File: config.mk
export PLATFORM = sky130hd
export DESIGN_NAME = dirty_rect_refresh_planner
export DESIGN_NICKNAME = d
export VERILOG_FILES = /design/src/rtl/core/drp_pkg.sv /design/src/rtl/core/dirty_rect_refresh_planner.sv
export SDC_FILE = /design/constraint.sdc
export NUM_CORES = 1
export LEC_CHECK = 0
export BUFFER_PORTS_ARGS = -buffer_cell sky130_fd_sc_hd__buf_2
export CAP_MARGIN = 20
export CORE_UTILIZATION = 62
export DETAILED_ROUTE_END_ITERATION = 10
export HOLD_SLACK_MARGIN = 0.15
export PLACE_DENSITY = 0.85
export SLEW_MARGIN = 20
export SYNTH_ARGS = -nofsm -noshare
export SYNTH_HDL_FRONTEND = slang
export SYNTH_SLANG_ARGS = --single-unit
export TNS_END_PERCENT = 10
File: constraint.sdc
create_clock -name aclk -period 4.4 [get_ports aclk]
set_clock_uncertainty 0.05 [all_clocks]
set_input_delay 0.88 -clock aclk [delete_from_list [all_inputs] [get_ports aclk]]
set_output_delay 0.88 -clock aclk [all_outputs]
set_load 0.005 [all_outputs]
File: src/rtl/core/drp_pkg.sv
// ----------------------------------------------------------------------------
// drp_pkg: shared types and codes of the dirty rectangle refresh planner
// Holds the request mode codes and the refresh command codes.
// ----------------------------------------------------------------------------
package drp_pkg;

    // request mode on the input channel
    localparam logic MODE_ADD  = 1'b0;
    localparam logic MODE_POLL = 1'b1;

    // refresh command on the result channel
    typedef enum logic [1:0] {
        CMD_FULL      = 2'd0,
        CMD_CURRENT   = 2'd1,
        CMD_SYNC_PREV = 2'd2
    } cmd_t;

endpackage

File: src/rtl/core/dirty_rect_refresh_planner.sv
// ----------------------------------------------------------------------------
// dirty_rect_refresh_planner: dirty rectangle store and refresh planner
// Merges dirty rectangles into a small slot store and turns polls into
// full or partial panel refresh commands.
// ----------------------------------------------------------------------------
// Every request goes into an input register and is worked off from there
// by one pass of short logic that updates the slot store and, on a
// firing poll, pushes its commands into a two-entry result buffer that
// drives the m_ ports. An add request never produces a result; a poll with
// a refresh pending and the panel idle produces one command (full refresh,
// or one current-only partial) or two (sync-previous partial for slot 0,
// then current-only partial for the last slot), and clears the store. A
// poll with the panel busy or nothing pending is dropped without a result.
// The block takes one request per cycle unless held back; the first
// command of a poll passes the input register, then the result buffer,
// whose entry 0 drives the m_ ports. Back-pressure comes from the result
// buffer: a poll is worked off only once the buffer has room for all its
// commands, so a consumer that stalls m_ready holds back the input once
// the input register is also full. Adds pass freely while results wait.
// ----------------------------------------------------------------------------
module dirty_rect_refresh_planner #(
    parameter int SLOTS      = 2,
    parameter int COORD_BITS = 10
) (
    input  logic                  aclk,
    input  logic                  aresetn,
    // request channel
    input  logic                  s_valid,
    output logic                  s_ready,
    input  logic                  s_mode,
    input  logic [COORD_BITS-1:0] s_rect_x1,
    input  logic [COORD_BITS-1:0] s_rect_y1,
    input  logic [COORD_BITS-1:0] s_rect_x2,
    input  logic [COORD_BITS-1:0] s_rect_y2,
    input  logic                  s_panel_busy,
    // result channel
    output logic                  m_valid,
    input  logic                  m_ready,
    output drp_pkg::cmd_t         m_command,
    output logic [COORD_BITS-1:0] m_start_x,
    output logic [COORD_BITS-1:0] m_start_y,
    output logic [COORD_BITS:0]   m_width,
    output logic [COORD_BITS:0]   m_height,
    output logic                  m_last
);
    import drp_pkg::*;

    localparam int CNT_W = $clog2(SLOTS + 1);
    localparam int SZ_W  = COORD_BITS + 1;

    typedef struct packed {
        logic [COORD_BITS-1:0] x1;
        logic [COORD_BITS-1:0] y1;
        logic [COORD_BITS-1:0] x2;
        logic [COORD_BITS-1:0] y2;
    } rect_t;

    typedef struct packed {
        logic  mode;
        rect_t rect;
        logic  busy;
    } item_t;

    typedef struct packed {
        cmd_t                  command;
        logic [COORD_BITS-1:0] start_x;
        logic [COORD_BITS-1:0] start_y;
        logic [SZ_W-1:0]       width;
        logic [SZ_W-1:0]       height;
        logic                  last;
    } res_t;

    // True when the two rectangles overlap or touch, with no pixel between them.
    function automatic logic near_rect(rect_t a, rect_t b);
        logic gap;
        begin
            gap = ({1'b0, a.x2} + SZ_W'(1) < {1'b0, b.x1}) ||
                  ({1'b0, b.x2} + SZ_W'(1) < {1'b0, a.x1}) ||
                  ({1'b0, a.y2} + SZ_W'(1) < {1'b0, b.y1}) ||
                  ({1'b0, b.y2} + SZ_W'(1) < {1'b0, a.y1});
            near_rect = !gap;
        end
    endfunction

    function automatic rect_t cover_rect(rect_t d, rect_t s);
        rect_t o;
        begin
            o    = d;
            o.x1 = (s.x1 < d.x1) ? s.x1 : d.x1;
            o.y1 = (s.y1 < d.y1) ? s.y1 : d.y1;
            o.x2 = (s.x2 > d.x2) ? s.x2 : d.x2;
            o.y2 = (s.y2 > d.y2) ? s.y2 : d.y2;
            cover_rect = o;
        end
    endfunction

    function automatic res_t make_res(cmd_t c, rect_t r, logic l);
        res_t o;
        begin
            o.command = c;
            o.start_x = r.x1;
            o.start_y = r.y1;
            o.width   = SZ_W'(r.x2) - SZ_W'(r.x1) + SZ_W'(1);
            o.height  = SZ_W'(r.y2) - SZ_W'(r.y1) + SZ_W'(1);
            o.last    = l;
            make_res  = o;
        end
    endfunction

    // input register
    logic  item_valid_reg;
    item_t item_reg;

    // slot store
    rect_t            slot_reg  [SLOTS];
    rect_t            slot_next [SLOTS];
    logic [CNT_W-1:0] count_reg, count_next;
    logic             ovf_reg, ovf_next;
    logic             pend_reg, pend_next;

    // result buffer: entry 0 drives the m_ ports
    res_t       ent0_reg, ent0_next;
    res_t       ent1_reg, ent1_next;
    logic [1:0] out_cnt_reg, out_cnt_next;

    logic       is_add;
    logic       fire;
    logic [1:0] need;
    logic [1:0] push;
    res_t       res0, res1;
    logic       pop;
    logic [1:0] cnt_after_pop;
    logic       item_go;
    logic       hit;

    // ------------------------------------------------------------------
    // Poll decision and commands for the request in the input register
    // ------------------------------------------------------------------
    always_comb begin
        is_add = (item_reg.mode == MODE_ADD);
        fire   = item_valid_reg && !is_add && pend_reg && !item_reg.busy;
        res0   = make_res(CMD_FULL, '0, 1'b1);
        res1   = make_res(CMD_FULL, '0, 1'b1);
        need   = 2'd0;
        // overflow or an empty store: one full refresh with a zero region
        if (ovf_reg || count_reg == '0) begin
            res0.start_x = '0;
            res0.start_y = '0;
            res0.width   = '0;
            res0.height  = '0;
            need         = 2'd1;
        end else if (count_reg == CNT_W'(1) || SLOTS < 2) begin
            res0 = make_res(CMD_CURRENT, slot_reg[0], 1'b1);
            need = 2'd1;
        end else begin
            res0 = make_res(CMD_SYNC_PREV, slot_reg[0], 1'b0);
            res1 = make_res(CMD_CURRENT, slot_reg[SLOTS-1], 1'b1);
            need = 2'd2;
        end
        if (!fire) begin
            need = 2'd0;
        end
    end

    // Work off the request once the buffer, after this cycle's pop, has room.
    assign m_valid       = (out_cnt_reg != 2'd0);
    assign pop           = m_valid && m_ready;
    assign cnt_after_pop = out_cnt_reg - {1'b0, pop};
    assign item_go       = item_valid_reg && ({1'b0, cnt_after_pop} + {1'b0, need} <= 3'd2);
    assign s_ready       = !item_valid_reg || item_go;
    assign push          = item_go ? need : 2'd0;

    // ------------------------------------------------------------------
    // Slot store update
    // ------------------------------------------------------------------
    always_comb begin
        slot_next  = slot_reg;
        count_next = count_reg;
        ovf_next   = ovf_reg;
        pend_next  = pend_reg;
        hit        = 1'b0;
        if (item_go) begin
            if (is_add) begin
                pend_next = 1'b1;
                // merge into the first used slot that is near; no recheck after
                for (int i = 0; i < SLOTS; i++) begin
                    if (!hit && CNT_W'(i) < count_reg &&
                        near_rect(slot_reg[i], item_reg.rect)) begin
                        slot_next[i] = cover_rect(slot_reg[i], item_reg.rect);
                        hit          = 1'b1;
                    end
                end
                if (!hit) begin
                    if (count_reg < CNT_W'(SLOTS)) begin
                        for (int i = 0; i < SLOTS; i++) begin
                            if (CNT_W'(i) == count_reg) begin
                                slot_next[i] = item_reg.rect;
                            end
                        end
                        count_next = count_reg + CNT_W'(1);
                    end else begin
                        ovf_next = 1'b1;
                    end
                end
            end else if (fire) begin
                // clear the store after issuing the refresh
                pend_next  = 1'b0;
                count_next = '0;
                ovf_next   = 1'b0;
                for (int i = 0; i < SLOTS; i++) begin
                    slot_next[i] = '0;
                end
            end
        end
    end

    // ------------------------------------------------------------------
    // Result buffer: shift on pop, append new commands behind what stays
    // ------------------------------------------------------------------
    always_comb begin
        ent0_next    = ent0_reg;
        ent1_next    = ent1_reg;
        out_cnt_next = cnt_after_pop + push;
        case (cnt_after_pop)
            2'd0: begin
                ent0_next = res0;
                ent1_next = res1;
            end
            2'd1: begin
                ent0_next = pop ? ent1_reg : ent0_reg;
                ent1_next = res0;
            end
            default: begin
                ent0_next = ent0_reg;
                ent1_next = ent1_reg;
            end
        endcase
    end

    always_ff @(posedge aclk) begin
        if (!aresetn) begin
            item_valid_reg <= 1'b0;
            count_reg      <= '0;
            ovf_reg        <= 1'b0;
            pend_reg       <= 1'b0;
            out_cnt_reg    <= 2'd0;
            for (int i = 0; i < SLOTS; i++) begin
                slot_reg[i] <= '0;
            end
        end else begin
            if (s_ready) begin
                item_valid_reg <= s_valid;
            end
            count_reg   <= count_next;
            ovf_reg     <= ovf_next;
            pend_reg    <= pend_next;
            out_cnt_reg <= out_cnt_next;
            slot_reg    <= slot_next;
        end
    end

    // payload registers
    always_ff @(posedge aclk) begin
        if (s_valid && s_ready) begin
            item_reg.mode    <= s_mode;
            item_reg.rect.x1 <= s_rect_x1;
            item_reg.rect.y1 <= s_rect_y1;
            item_reg.rect.x2 <= s_rect_x2;
            item_reg.rect.y2 <= s_rect_y2;
            item_reg.busy    <= s_panel_busy;
        end
        ent0_reg <= ent0_next;
        ent1_reg <= ent1_next;
    end

    assign m_command = ent0_reg.command;
    assign m_start_x = ent0_reg.start_x;
    assign m_start_y = ent0_reg.start_y;
    assign m_width   = ent0_reg.width;
    assign m_height  = ent0_reg.height;
    assign m_last    = ent0_reg.last;

endmodule

==> results of run 1 <==
==> worst register-to-register path: cells and delay by family, from the launching register on <==
family                     cells  cell delay, ps
DFF                            1             390
adders and majority gates      3             960
AOI/OAI and AO/OA              3            1170
and+or+nand+nor                6            1330
buffers and inverters          1             120
==> area by class of cell <==
class | count | area, sq um | share of cell area, %
clock inverter | 11 | 133.9 | 0.8495
multi-input combinational | 1006 | 7910 | 50.19
inverter | 118 | 442.9 | 2.810
sequential | 219 | 5705 | 36.20
tap | 280 | 350.3 | 2.223
timing repair buffer | 108 | 580.6 | 3.684
clock buffer | 28 | 636.9 | 4.041
==> power by group <==
part	internal, mW	switching, mW	total (mW)
logic	0.424	0.784	1.21
registers	2.59	0.146	2.73
clock network	1.20	0.790	1.99
==> synth_stat cells, types with 3 or more instances <==
cell | n | share of area (%)
ha_1 | 235 | 21
edfxtp_1 | 132 | 28
inv_1 | 118 | 3.1
nand2_1 | 112 | 3.0
dfxtp_1 | 87 | 12
a22o_1 | 81 | 5.0
a21oi_1 | 71 | 2.5
o21ai_0 | 60 | 2.1
xnor2_1 | 57 | 3.5
nor2_1 | 49 | 1.3
nand3_1 | 38 | 1.3
a21o_1 | 37 | 2.0
o22ai_1 | 33 | 1.5
clkbuf_1 | 29 | 0.77
xor2_1 | 27 | 1.7
o31ai_1 | 24 | 1.3
nand4_1 | 22 | 0.97
nor3_1 | 22 | 0.78
o21a_1 | 19 | 1.0
and2_1 | 13 | 0.57
nor2b_1 | 13 | 0.57
a31o_2 | 7 | 0.43
and3_1 | 7 | 0.31
a21oi_2 | 6 | 0.37
a31oi_1 | 6 | 0.26
fa_1 | 5 | 0.71
a211oi_1 | 4 | 0.21
nand2b_1 | 4 | 0.18
nor3b_1 | 4 | 0.21
a211o_1 | 3 | 0.19
and4_1 | 3 | 0.19
o21ai_1 | 3 | 0.11
o41ai_1 | 3 | 0.19
==> stage by stage <==
stage	worst slack [ps]	area, sq um	total power [mW]
detailed placement	222.1	14990	3.967
floorplan	561.2	14180	3.557
finish	234.7	15760	5.933
global placement	366.1	14990	3.894
global route	43.78	15760	6.179
CTS	269.4	15760	5.940
==> layout by cell type (no fill, tap or decap), drive strengths merged, types with 25 or more instances in the layout <==
master,synthesis,routed
o21ai,63,63
inv,118,119
buf,4,108
edfxtp,132,132
o31ai,25,25
xnor2,57,57
nand3,38,38
xor2,27,27
a22o,82,82
nor2,49,49
nor3,25,25
a21o,37,37
nand2,113,113
ha,235,235
clkbuf,29,28
a21oi,78,78
dfxtp,87,87
o22ai,34,34
==> per-layer routing <==
| metal | global-route usage [%] | share of wire (%) | vias up |
|---|---|---|---|
| li1 | - | - | 5320 |
| met1 | 42.35 | 44 | 5328 |
| met2 | 47.47 | 44 | 556 |
| met3 | 5.189 | 9.7 | 76 |
| met4 | 9.428 | 2.7 | 0 |
| met5 | 0 | 0 | - |
==> worst paths after layout <==
check,startpoint,endpoint,cells after the start
worst max-delay path,count_reg[1]$_SDFFE_PN0P_,s_ready,10
worst min-delay path,slot_reg[66]$_SDFFE_PN0P_,slot_reg[66]$_SDFFE_PN0P_,1
worst max register to register,count_reg[1]$_SDFFE_PN0P_,slot_reg[75]$_SDFFE_PN0P_,13
worst min register to register,slot_reg[66]$_SDFFE_PN0P_,slot_reg[66]$_SDFFE_PN0P_,1
==> cell families after synthesis <==
group | count (synthesis) | synth area share, %
AOI/OAI and AO/OA | 380 | 18.74
xor gates and xnor gates | 84 | 5.187
adders and majority gates | 240 | 21.44
buffers and inverters | 151 | 4.120
DFF | 219 | 40.23
and+or+nand+nor | 302 | 10.29
==> qor.yml, run 1 <==
vias: 11280
p_leak_nw: 6.649
die_area_sq_um: 23490
critPathLaunchType: "flip-flop"
cts_tree: "yes"
ys_ff_latch: 219
path_cells: "inv_1, ha_1, or2_2, nor2_1, nor2_1, ha_1, fa_1, a21oi_1, nand2b_1, buf_2"
tightest_slew_ps: 901.3
clk_path_buf_depth: 3
peakVddDrop_uv: 328.5
fin_tns_setup_ps: 0
cp_num_buf_inv: 2
hpwl_um: 27080
nets: 1762
die_h_um: 153.3
grt_pass1_wl_um: 56120
hold_viol_final: 0
cp.required_ps: 3470
insertion_delay_ps: 520
status: "finished, final reports clean"
cp_top_family: "adder cells"
die_w_um: 153.3
grt_overflow_total: 0
nFillCells: 1612
antenna_cells: 0
port_buffers: 92
synth_edf_count: 132
cp_slowest_cell: "fa_1"
area_delta_synth_final_pct: 11.11
critPathArrivalTime_ps: 3240
io_pins: 93
hold_buffers: 0
cts_max_level: 1
antenna_found_initial: 0
dp.cells: 1731
drt-total-wl_um: 35520
critPathKind: "reg -> out"
core_area_sq_um: 22090
syn-num-nets: 1662
synth_ff_type: "edfxtp_1"
drc: 0
rsz0062_at_grt: "no"
drive_gt1_share_pct: 11.88
fp-row-count: 54
stdcell_count: 1770
ys_async_sr_fraction_pct: 0
hold_path_class: "reg -> reg"
yosysSeqAreaShare_pct: 40.23
final_max_slew_viol_count: 0
post-route-util_pct: 71.33
timing.hold.ws_ps: 428.7
relSlewSlack_pct: 38.36
drv_cap: 0
via_per_inst: 6.373
period_share_pct: 94.67
first_pass_iters: 7
power_density_nw_per_um2: 376.4
largest_reg_flops: 80
max_freq_ghz: 0.2401
grt_pass1_vias: 10797
post_cts_buffers: 0
period_minus_slack_ps: 4165
reg2reg_slack_ps: 330
cts_sinks: 219
cts_buffers: 23
synthDistinctLibCells: 65
syn_inst: 1376
cp-end-kind: "primary output"
clk_pin_slew_worst_paths_ps: 60
worstPathMaxFanout: 6
synth_area_sq_um: 14180
cts-root-buf: "clkbuf_16"
track_usage_pct: 30.17
wire_per_inst_um: 20.07
ant_nets: 0
setup_viol: 0
ys_warn_count: 0
ctsResizeCount: 0
slowest_delay_ps: 450
gp_congestion: 0.9406
syn_area_per_cell_sq_um: 10.31
grt_max_degree: 102
start_util_pct: 64.20
drt_iter0_markers: 1276
No activity file was read; power rests on OpenSTA's default activity.
==> inputs of run 2 (changes only) <==
--- a/config.mk
+++ b/config.mk
@@ -7,7 +7,9 @@
 export LEC_CHECK = 0
 export BUFFER_PORTS_ARGS = -buffer_cell sky130_fd_sc_hd__buf_2
 export CAP_MARGIN = 20
-export CORE_UTILIZATION = 62
+export CELL_PAD_IN_SITES_DETAIL_PLACEMENT = 1
+export CELL_PAD_IN_SITES_GLOBAL_PLACEMENT = 1
+export CORE_UTILIZATION = 49
 export DETAILED_ROUTE_END_ITERATION = 10
 export HOLD_SLACK_MARGIN = 0.15
 export PLACE_DENSITY = 0.85
==> qor.yml, run 2 (synthesis results as in run 1) <==
status: "finished, final reports clean"
clk_pin_slew_worst_paths_ps: 60  # about the same
die_h_um: 172.1  # +12%
grt_pass1_vias: 11897  # +10%
ff2ff_path_depth: 11  # -2
port_buffers: 92  # unchanged
fp-row-count: 61  # +13%
vias: 11540  # +2.3%
critPathArrivalTime_ps: 3290  # +50 ps
io_pins: 93  # unchanged
insertion_delay_ps: 550  # +30 ps
timing.hold.ws_ps: 429.1  # +0.4730 ps
p_leak_nw: 6.756  # +1.6%
worstPathMaxFanout: 11  # +5
post-route-util_pct: 57.15  # -14 points
layout_commonest_cell: "ha_1"
final_cell_mix: "ha_1, edfxtp_1, inv_1, nand2_1, buf_2"
nFillCells: 3135  # +94%
relSlewSlack_pct: 45.65  # +7.3 points
core_area_sq_um: 28160  # +27%
antenna_found_initial: 0  # unchanged
cts_tree: "yes"
cts_sinks: 219  # unchanged
die_w_um: 172.1  # +12%
drc: 0  # unchanged
placed_cell_area_sq_um: 15200  # +1.4%
gp_congestion: 0.9190  # -2.3%
via_per_inst: 6.119  # -4.0%
start_util_pct: 50.36  # -14 points
setup_viol: 0  # unchanged
power_density_nw_per_um2: 387.7  # +3.0%
ant_nets: 0  # unchanged
pre_cts_ws_ps: 289.9  # +67.79 ps
post_cts_buffers: 0  # unchanged
ctsResizeCount: 0  # unchanged
period_share_pct: 96.02  # +1.3 points
drt-total-wl_um: 42390  # +19%
min_from: "slot_reg[33]$_SDFFE_PN0P_"
nets: 1774  # +0.68%
antenna_cells: 0  # unchanged
fin_tns_setup_ps: 0  # unchanged
cts-root-buf: "clkbuf_16"
finalWorstSetupSlack_ps: 175.3  # -59.40 ps
hold_buffers: 0  # unchanged
max_freq_ghz: 0.2367  # -1.4%
die_area_sq_um: 29630  # +26%
final_area_sq_um: 16100  # +2.1%
rsz0062_at_grt: "no"
cts_buffers: 26  # +13%
stdcell_count: 1886  # +6.6%
final_max_slew_viol_count: 0  # unchanged
first_pass_iters: 5  # -2
drt_iter0_markers: 882  # -31%
hold_viol_final: 0  # unchanged
cp-end-kind: "primary output"
period_minus_slack_ps: 4225  # +59.40 ps
drv_cap: 0  # unchanged
power_mw: 6.240  # +5.2%
cp_slowest_cell: "or3_1"
clk_path_buf_depth: 3  # unchanged
grt_max_degree: 50  # -51%
slowest_delay_ps: 520  # +70 ps
track_usage_pct: 28.95  # -1.2 points
grt_overflow_total: 0  # unchanged
grt_pass1_wl_um: 65410  # +17%
holdPathEnd: "slot_reg[33]$_SDFFE_PN0P_"
area_delta_synth_final_pct: 13.48
r2r_start: "count_reg[1]$_SDFFE_PN0P_"
reg2reg_to: "slot_reg[75]$_SDFFE_PN0P_"
cts_max_level: 1  # unchanged
tightest_slew_ps: 794.7  # -106.7 ps
hold_path_class: "reg -> reg"
cp.required_ps: 3470  # about the same
hpwl_um: 32700  # +21%
path_cells: "inv_1, ha_1, or3_1, nor2_1, fa_1, a21oi_1, nand2b_1, buf_2"
largest_reg_flops: 80  # unchanged
critPathKind: "reg -> out"
reg2reg_slack_ps: 360  # +30 ps
critPathLaunchType: "flip-flop"
drive_gt1_share_pct: 12.80  # +0.92 points
peakVddDrop_uv: 289.7  # -12%
min_path_cells: 1  # unchanged
wire_per_inst_um: 22.47  # +12%
dp.cells: 1838  # +6.2%
[run 2: layout make-up]
class	instances	area, sq um	area share, %
clock inverters	15	186.4	1.158
repair buffers	117	668.1	4.151
well taps	378	473.0	2.938
flip-flops and latches	219	5705	35.45
inverters	118	442.9	2.752
clock buffers	33	706.9	4.392
multi-input cells	1006	7913	49.16
[run 2: metal layers]
metal,vias to the layer above,global-route usage [%],part of all wire (%)
li1,5336,-,-
met1,5743,39.93,46
met2,378,47.65,46
met3,83,2.701,5.6
met4,0,9.465,2.9
met5,-,0,0
[run 2: critical path: cells and delay by family, from the launching register on]
family,cells,cell delay [ps]
simple gates,3,940
fa+ha+maj,2,860
flops,1,390
compound gates,1,320
buf+inv,2,260
[run 2: where the power goes]
group | switching [mW] | total, mW | internal, mW
Combinational | 0.825 | 1.27 | 0.440
Clock | 0.867 | 2.24 | 1.37
Sequential | 0.150 | 2.74 | 2.59
Total | 1.84 | 6.24 | 4.40
[run 2: how the worst max path moves through the flow]
| stage | cells after the start | slack, ps | from | to |
|---|---|---|---|---|
| global placement | 12 | 460 | m_ready | slot_reg[55]$_SDFFE_PN0P_ |
| finish | 8 | 180 | count_reg[1]$_SDFFE_PN0P_ | s_ready |
| CTS | 10 | 130 | count_reg[1]$_SDFFE_PN0P_ | s_ready |
| floorplan | 4 | 560 | m_ready | m_command[0]$_DFFE_PP_ |
| detailed placement | 12 | 290 | m_ready | slot_reg[76]$_SDFFE_PN0P_ |
| global route | 8 | 60 | count_reg[1]$_SDFFE_PN0P_ | s_ready |
